### config.mk
export PLATFORM = sky130hd
export DESIGN_NAME = strd_peak_flat
export DESIGN_NICKNAME = d
export VERILOG_FILES = /design/src/rtl/assert_macros.svh /design/src/rtl/strd_pkg.sv /design/src/rtl/strd_out_if.sv /design/src/rtl/strd_peak.sv /design/src/flat_wrapper.sv
export SDC_FILE = /design/constraint.sdc
export NUM_CORES = 1
export LEC_CHECK = 0
export BUFFER_PORTS_ARGS = -buffer_cell sky130_fd_sc_hd__buf_2
export CORE_ASPECT_RATIO = 0.8
export CORE_UTILIZATION = 47
export CTS_CLUSTER_SIZE = 20
export DETAILED_ROUTE_END_ITERATION = 8
export PLACE_DENSITY = 0.67
export SLEW_MARGIN = 20
export SYNTH_ARGS = -nofsm -noshare
export SYNTH_HDL_FRONTEND = slang
export SYNTH_SLANG_ARGS = --single-unit
### constraint.sdc
create_clock -name i_clk -period 7.05 [get_ports i_clk]
set_clock_uncertainty 0.15 [all_clocks]
set_input_delay 0.3525 -clock i_clk [delete_from_list [all_inputs] [get_ports i_clk]]
set_output_delay 0.3525 -clock i_clk [all_outputs]
set_load 0.005 [all_outputs]
### src/rtl/assert_macros.svh
`ifndef ASSERT_MACROS_SVH
`define ASSERT_MACROS_SVH

// clocked property check, disabled while reset is asserted
`ifndef SYNTHESIS
`define STRD_ASSERT(name, clk, rst_n, prop) \
    name: assert property (@(posedge clk) disable iff (!(rst_n)) (prop)) \
        else $error("strd assertion failed");
`define STRD_ASSERT_NEVER(name, clk, rst_n, expr) \
    name: assert property (@(posedge clk) disable iff (!(rst_n)) !(expr)) \
        else $error("strd forbidden condition seen");
`else
`define STRD_ASSERT(name, clk, rst_n, prop)
`define STRD_ASSERT_NEVER(name, clk, rst_n, expr)
`endif

`endif

### src/rtl/strd_pkg.sv
package strd_pkg;

    typedef logic signed [23:0] t_s24;
    typedef logic [2:0]         t_mode;
    typedef logic [2:0]         t_cfg_idx;

    localparam t_mode MODE_OFF      = 3'd0;
    localparam t_mode MODE_NORMAL   = 3'd1;
    localparam t_mode MODE_MAX_HOLD = 3'd2;
    localparam t_mode MODE_MIN_HOLD = 3'd3;
    localparam t_mode MODE_MIN_MAX  = 3'd4;
    localparam t_mode MODE_AVG10    = 3'd5;
    localparam t_mode MODE_AVG100   = 3'd6;

    localparam t_cfg_idx CFG_MODE   = 3'd0;
    localparam t_cfg_idx CFG_ENABLE = 3'd1;
    localparam t_cfg_idx CFG_BINS   = 3'd2;
    localparam t_cfg_idx CFG_START  = 3'd3;
    localparam t_cfg_idx CFG_WIDTH  = 3'd4;

    localparam int CFG_DATA_W = 36;
    localparam int FREQ_W     = 36;
    localparam int BWID_W     = 32;
    localparam int BINS_W     = 11;
    localparam int OUT_IDX_W  = 10;

    // q16 averaging weights
    localparam logic signed [16:0] W10_OLD  = 17'sd58982;
    localparam logic signed [16:0] W10_NEW  = 17'sd6554;
    localparam logic signed [16:0] W100_OLD = 17'sd64881;
    localparam logic signed [16:0] W100_NEW = 17'sd655;

    localparam t_s24 PEAK_FLOOR = -24'sd256000;
    localparam t_s24 S24_MAX    = 24'sh7fffff;
    localparam t_s24 S24_MIN    = -24'sh800000;

    typedef struct packed {
        logic valid;
        logic last;
        logic active;
    } t_ctl;

endpackage

### src/rtl/strd_out_if.sv
interface strd_out_if;
    logic               valid;
    logic               ready;
    logic [9:0]         bin_index;
    logic signed [23:0] trace_min;
    logic signed [23:0] trace_max;
    logic               trace_active;
    logic               last_bin;
    logic signed [23:0] peak_amp;
    logic [9:0]         peak_bin;
    logic [35:0]        peak_freq;

    modport source (output valid, bin_index, trace_min, trace_max, trace_active, last_bin,
                    peak_amp, peak_bin, peak_freq, input ready);
    modport sink   (input valid, bin_index, trace_min, trace_max, trace_active, last_bin,
                    peak_amp, peak_bin, peak_freq, output ready);
endinterface

### src/rtl/strd_peak.sv
module strd_peak import strd_pkg::*; #(
    parameter int IDX_W = 10
) (
    input  logic                  i_clk,
    input  logic                  i_rst_n,
    input  logic                  i_adv,
    input  logic                  i_restart,
    input  t_ctl                  i_ctl,
    input  logic [IDX_W-1:0]      i_idx,
    input  t_s24                  i_min,
    input  t_s24                  i_max,
    input  logic [FREQ_W-1:0]     i_start_freq,
    input  logic [BWID_W-1:0]     i_bin_width,
    strd_out_if.source            o_out
);

    localparam int PW = IDX_W + BWID_W;
    localparam int SW = ((PW > FREQ_W) ? PW : FREQ_W) + 1;

    t_ctl              r3_ctl, r4_ctl, r5_ctl, r_out_ctl;
    logic [IDX_W-1:0]  r3_idx, r4_idx, r5_idx;
    t_s24              r3_min, r3_max, r4_min, r4_max, r5_min, r5_max;
    t_s24              r4_pamp, r5_pamp;
    logic [IDX_W-1:0]  r4_pbin, r5_pbin;
    logic [PW-1:0]     r5_prod;

    t_s24              r_run_amp;
    logic [IDX_W-1:0]  r_run_bin;

    logic              hit;
    t_s24              cur_amp;
    logic [IDX_W-1:0]  cur_bin;
    logic [PW-1:0]     prod;
    logic [SW-1:0]     sum;
    logic [FREQ_W-1:0] freq;

    logic [OUT_IDX_W-1:0] r_o_idx, r_o_pbin;
    t_s24                 r_o_min, r_o_max, r_o_pamp;
    logic [FREQ_W-1:0]    r_o_freq;

    always_comb begin
        hit     = r3_max > r_run_amp;
        cur_amp = hit ? r3_max : r_run_amp;
        cur_bin = hit ? r3_idx : r_run_bin;
        prod    = PW'(r4_pbin) * PW'(i_bin_width);
        sum     = SW'(i_start_freq) + SW'(r5_prod);
        freq    = (|sum[SW-1:FREQ_W]) ? '1 : sum[FREQ_W-1:0];
    end

    always_ff @(posedge i_clk) begin
        if (!i_rst_n) begin
            r3_ctl    <= '0;
            r4_ctl    <= '0;
            r5_ctl    <= '0;
            r_out_ctl <= '0;
            r_run_amp <= PEAK_FLOOR;
            r_run_bin <= '0;
        end else begin
            if (i_restart) begin
                r_run_amp <= PEAK_FLOOR;
                r_run_bin <= '0;
            end else if (i_adv && r3_ctl.valid) begin
                if (r3_ctl.last) begin
                    r_run_amp <= PEAK_FLOOR;
                    r_run_bin <= '0;
                end else begin
                    r_run_amp <= cur_amp;
                    r_run_bin <= cur_bin;
                end
            end
            if (i_adv) begin
                r3_ctl    <= i_ctl;
                r4_ctl    <= r3_ctl;
                r5_ctl    <= r4_ctl;
                r_out_ctl <= r5_ctl;
            end
        end
    end

    always_ff @(posedge i_clk) begin
        if (i_adv) begin
            r3_idx   <= i_idx;
            r3_min   <= i_min;
            r3_max   <= i_max;
            r4_idx   <= r3_idx;
            r4_min   <= r3_min;
            r4_max   <= r3_max;
            r4_pamp  <= r3_ctl.last ? cur_amp : '0;
            r4_pbin  <= r3_ctl.last ? cur_bin : '0;
            r5_idx   <= r4_idx;
            r5_min   <= r4_min;
            r5_max   <= r4_max;
            r5_pamp  <= r4_pamp;
            r5_pbin  <= r4_pbin;
            r5_prod  <= prod;
            r_o_idx  <= OUT_IDX_W'(r5_idx);
            r_o_min  <= r5_min;
            r_o_max  <= r5_max;
            r_o_pamp <= r5_pamp;
            r_o_pbin <= OUT_IDX_W'(r5_pbin);
            r_o_freq <= r5_ctl.last ? freq : '0;
        end
    end

    assign o_out.valid        = r_out_ctl.valid;
    assign o_out.bin_index    = r_o_idx;
    assign o_out.trace_min    = r_o_min;
    assign o_out.trace_max    = r_o_max;
    assign o_out.trace_active = r_out_ctl.active;
    assign o_out.last_bin     = r_out_ctl.last;
    assign o_out.peak_amp     = r_o_pamp;
    assign o_out.peak_bin     = r_o_pbin;
    assign o_out.peak_freq    = r_o_freq;

endmodule

### src/flat_wrapper.sv
// flat-port wrapper written by rule: the top's interface ports become plain ports
module strd_peak_flat import strd_pkg::*;
#(
    parameter int IDX_W = 10
)
  (i_clk, i_rst_n, i_adv, i_restart, i_ctl, i_idx, i_min, i_max, i_start_freq, i_bin_width, o_out_valid, o_out_bin_index, o_out_trace_min, o_out_trace_max, o_out_trace_active, o_out_last_bin, o_out_peak_amp, o_out_peak_bin, o_out_peak_freq, o_out_ready);
  strd_out_if o_out_i ();
  input  logic i_clk;
  input  logic i_rst_n;
  input  logic i_adv;
  input  logic i_restart;
  input  t_ctl i_ctl;
  input  logic [IDX_W-1:0] i_idx;
  input  t_s24 i_min;
  input  t_s24 i_max;
  input  logic [FREQ_W-1:0] i_start_freq;
  input  logic [BWID_W-1:0] i_bin_width;
  output wire logic [$bits(o_out_i.valid)-1:0] o_out_valid;
  output wire logic [$bits(o_out_i.bin_index)-1:0] o_out_bin_index;
  output wire logic [$bits(o_out_i.trace_min)-1:0] o_out_trace_min;
  output wire logic [$bits(o_out_i.trace_max)-1:0] o_out_trace_max;
  output wire logic [$bits(o_out_i.trace_active)-1:0] o_out_trace_active;
  output wire logic [$bits(o_out_i.last_bin)-1:0] o_out_last_bin;
  output wire logic [$bits(o_out_i.peak_amp)-1:0] o_out_peak_amp;
  output wire logic [$bits(o_out_i.peak_bin)-1:0] o_out_peak_bin;
  output wire logic [$bits(o_out_i.peak_freq)-1:0] o_out_peak_freq;
  input wire logic [$bits(o_out_i.ready)-1:0] o_out_ready;
  assign o_out_valid = o_out_i.valid;
  assign o_out_bin_index = o_out_i.bin_index;
  assign o_out_trace_min = o_out_i.trace_min;
  assign o_out_trace_max = o_out_i.trace_max;
  assign o_out_trace_active = o_out_i.trace_active;
  assign o_out_last_bin = o_out_i.last_bin;
  assign o_out_peak_amp = o_out_i.peak_amp;
  assign o_out_peak_bin = o_out_i.peak_bin;
  assign o_out_peak_freq = o_out_i.peak_freq;
  assign o_out_i.ready = o_out_ready;
  strd_peak #(.IDX_W(IDX_W)) u_core (.i_clk(i_clk), .i_rst_n(i_rst_n), .i_adv(i_adv), .i_restart(i_restart), .i_ctl(i_ctl), .i_idx(i_idx), .i_min(i_min), .i_max(i_max), .i_start_freq(i_start_freq), .i_bin_width(i_bin_width), .o_out(o_out_i));
endmodule
==> out/qor.yml <==
synth_async_sr_flop_share: 0
syn_nets: 2763
cp.required_ns: 7.24
io_pins: 265
setup_viol: 0
port_buffers: 263
drv_cap: 0
worstHoldPathType: "in -> reg"
cts_buffers: 47
ctsRootBufferMaster: "clkbuf_16"
timing_worst_setup_path_type: "reg -> reg"
design_area_sq_um: 32030
largest-register: "u_core.r5_prod"
grt_pass1_wl_um: 98300
cp_cell_sequence: "buf_4 > and2_1 > fa_1 > fa_1 > fa_1 > fa_1 > inv_1 > fa_1 > inv_1 > ha_1 > a21oi_1 > nand2_1 > nor3b_1 > a2bb2oi_1 > and3_1 > a311o_1 > a2111o_1 > a21o_1 > a221oi_2 > xnor2_1"
syn_area_per_cell_sq_um: 12.28
drc_errors: 0
ys_seq_elements: 458
critPathMostFrequentCell: "fa_1"
final_cell_mix: "edfxtp_1 (412), inv_1 (273), buf_2 (262), fa_1 (239), nand2_1 (195)"
grt_pass1_vias: 17840
syn_inst: 2253
final_common_cell: "edfxtp_1"
cp_slowest_cell: "edfxtp_1"
drt_iter0_drc: 1125
min_period_ns: 6.786
worstMarginPinSlew_ns: 1.046
drv_slew: 0
critPathMaxStageDelay_ns: 0.65
nNetsFinal: 3067
dieWidth_um: 273.2
dpl_cell_area_sq_um: 29820
slew_headroom: 0.3027
start_util: 0.4759
drt-total-wl_um: 62370
cts.sinks: 458
largest_reg_flops: 42
rows: 79
intPower_mw: 6.540
critPathLaunchType: "flip-flop"
outcome: "finished clean"
seqPwrFrac: 0.340
pwr-share-clk: 0.236
power_mw: 10.30
yosysUniqueCellTypes: 64
synth_edf_count: 412
fin_util: 0.5511
drive_gt1_frac: 0.1469
vias: 17690
place_hpwl_um: 45500
fin_ws_ns: 0.2638
switching_share: 0.3653
drt_pass1_iterations: 5
ant_nets: 0
fp.dieArea_sq_um: 59830
grt_usage: 0.2103
fillers: 4913
dp_cells: 3210
power_frac_comb: 0.424
crit_path_end_kind: "flip-flop"
pwr_density_cell_nw_per_um2: 321.7
synthTopCellsByArea: "edfxtp_1 (45%), fa_1 (17%), ha_1 (6.2%), and2_1 (3.9%), inv_1 (3.7%)"
switching_power_mw: 3.764
final_cells: 3370
wl_per_cell_um: 18.51
yosys.area.top_type: "edfxtp_1"
antenna_found_initial: 12
syn2layout_area_growth_pct: 15.81
synth_seq_area_share: 0.4806
htreeDepth: 2
clk_pin_slew_worst_paths_ns: 0.06
clockBufferDepth: 3
hold_violations: 0
cts_tree: "built"
cp.arrival_ns: 6.98
synth.top_cell.area_share: 0.4473
p_leak_nw: 13.83
die_y_um: 219.0
vias_per_cell: 5.248
timing.fmax_mhz: 147.4
critPathMaxFanout: 16
peakVddDrop_uv: 203.4
place.gp.congestion: 0.8981
clk_latency_ns: 0.60
period_share: 0.9626
synth_area_sq_um: 27660
core_area_sq_um: 58120
place_ws_ns: 0.1547
ys.flop_type: "edfxtp_1"
grt.overflow.total: 0
grt_max_degree: 187
yosys_warnings: 0
[critical path: cells and delay by family (launching register included)]
family          cells  cell delay, ns
xor+xnor            1            0.10
compound gates      6            1.56
fa+ha+maj           6            2.88
buf+inv             3            0.46
flops               1            0.65
simple gates        4            0.71
[logic make-up after synthesis]
group / count (synthesis) / share of synthesized area
buffers and inverters: 385 / 0.05338
AND/OR/NAND/NOR: 603 / 0.1142
XOR/XNOR: 67 / 0.02122
flip-flops: 458 / 0.4806
AO/OA/AOI/OAI: 314 / 0.07740
multiplexers: 50 / 0.01819
adder cells (fa/ha/maj): 376 / 0.2350
[cell type report]
cell class / instances / area (sq um) / share of cell area
sequential: 458 / 13290 / 0.4151
multi-input combinational: 1410 / 12920 / 0.4034
tap: 769 / 962.2 / 0.03004
clock buffer: 60 / 1276 / 0.03985
antenna: 7 / 17.52 / 0.0005469
clock inverter: 26 / 239.0 / 0.007461
inverter: 273 / 1025 / 0.03199
timing repair buffer: 367 / 2295 / 0.07164
[final timing paths]
check | startpoint | endpoint | slack, ns | depth (start not counted)
min | i_adv | u_core.o_out.peak_freq[6]$_SDFFCE_PN0P_ | 0.03 | 1
min reg2reg | u_core.r5_max[10]$_DFFE_PP_ | u_core.o_out.trace_max[10]$_DFFE_PP_ | 0.25 | 0
max reg2reg | u_core.r4_pbin[5]$_SDFFCE_PN0P_ | u_core.r5_prod[40]$_DFFE_PP_ | 0.26 | 20
max | u_core.r4_pbin[5]$_SDFFCE_PN0P_ | u_core.r5_prod[40]$_DFFE_PP_ | 0.26 | 20
[timing repair]
item / in CTS / in global routing
resized for setup: 0 / 2
hold buffers: 65 / 0
setup buffers: 0 / 2
endpoints found under the hold margin: 70 / 0
setup endpoints to repair: 0 / 6
[power by group through the flow]
stage          registers [mW]  logic, mW  clock network [mW]
2_1_floorplan            3.50       3.16                   0
3_3_place_gp             3.56       4.20                   0
3_5_place_dp             3.56       4.27                   0
4_1_cts                  3.51       4.33                2.50
5_1_grt                  3.53       4.92                2.60
6_report                 3.51       4.37                2.43
[per-stage QoR]
stage            TNS, ns  hold WS [ns]
2_1_floorplan          0        0.2503
3_5_place_dp           0        0.2545
5_1_grt        -0.003466       0.03128
3_3_place_gp           0        0.2502
6_report               0       0.03035
4_1_cts                0      0.005635
[Yosys cell counts (12+ instances only)]
cell type and number:
o21bai_1 12, nand2b_1 12, and3_1 12, nor4_1 30, edfxtp_1 412, nand3_1 18
nor2_1 52, fa_1 239, nand4_1 23, xor2_1 23, o21ai_0 53, inv_1 273
a21o_1 27, a21oi_1 79, nor2b_1 54, o21a_1 43, xnor2_1 44, dfxtp_1 46
a221o_1 26, ha_1 137, clkbuf_1 98, mux2i_1 48, and2_1 173, nand2_1 195
[routing by layer]
| metal | track usage | share of wire | wire length, um |
|---|---|---|---|
| met5 | 0 | 0.00061 | 38 |
| met4 | 0.04842 | 0.017 | 1091 |
| met3 | 0.04147 | 0.066 | 4090 |
| met2 | 0.3184 | 0.45 | 27860 |
| met1 | 0.3120 | 0.47 | 29290 |
(Power assumes the default switching activity.)
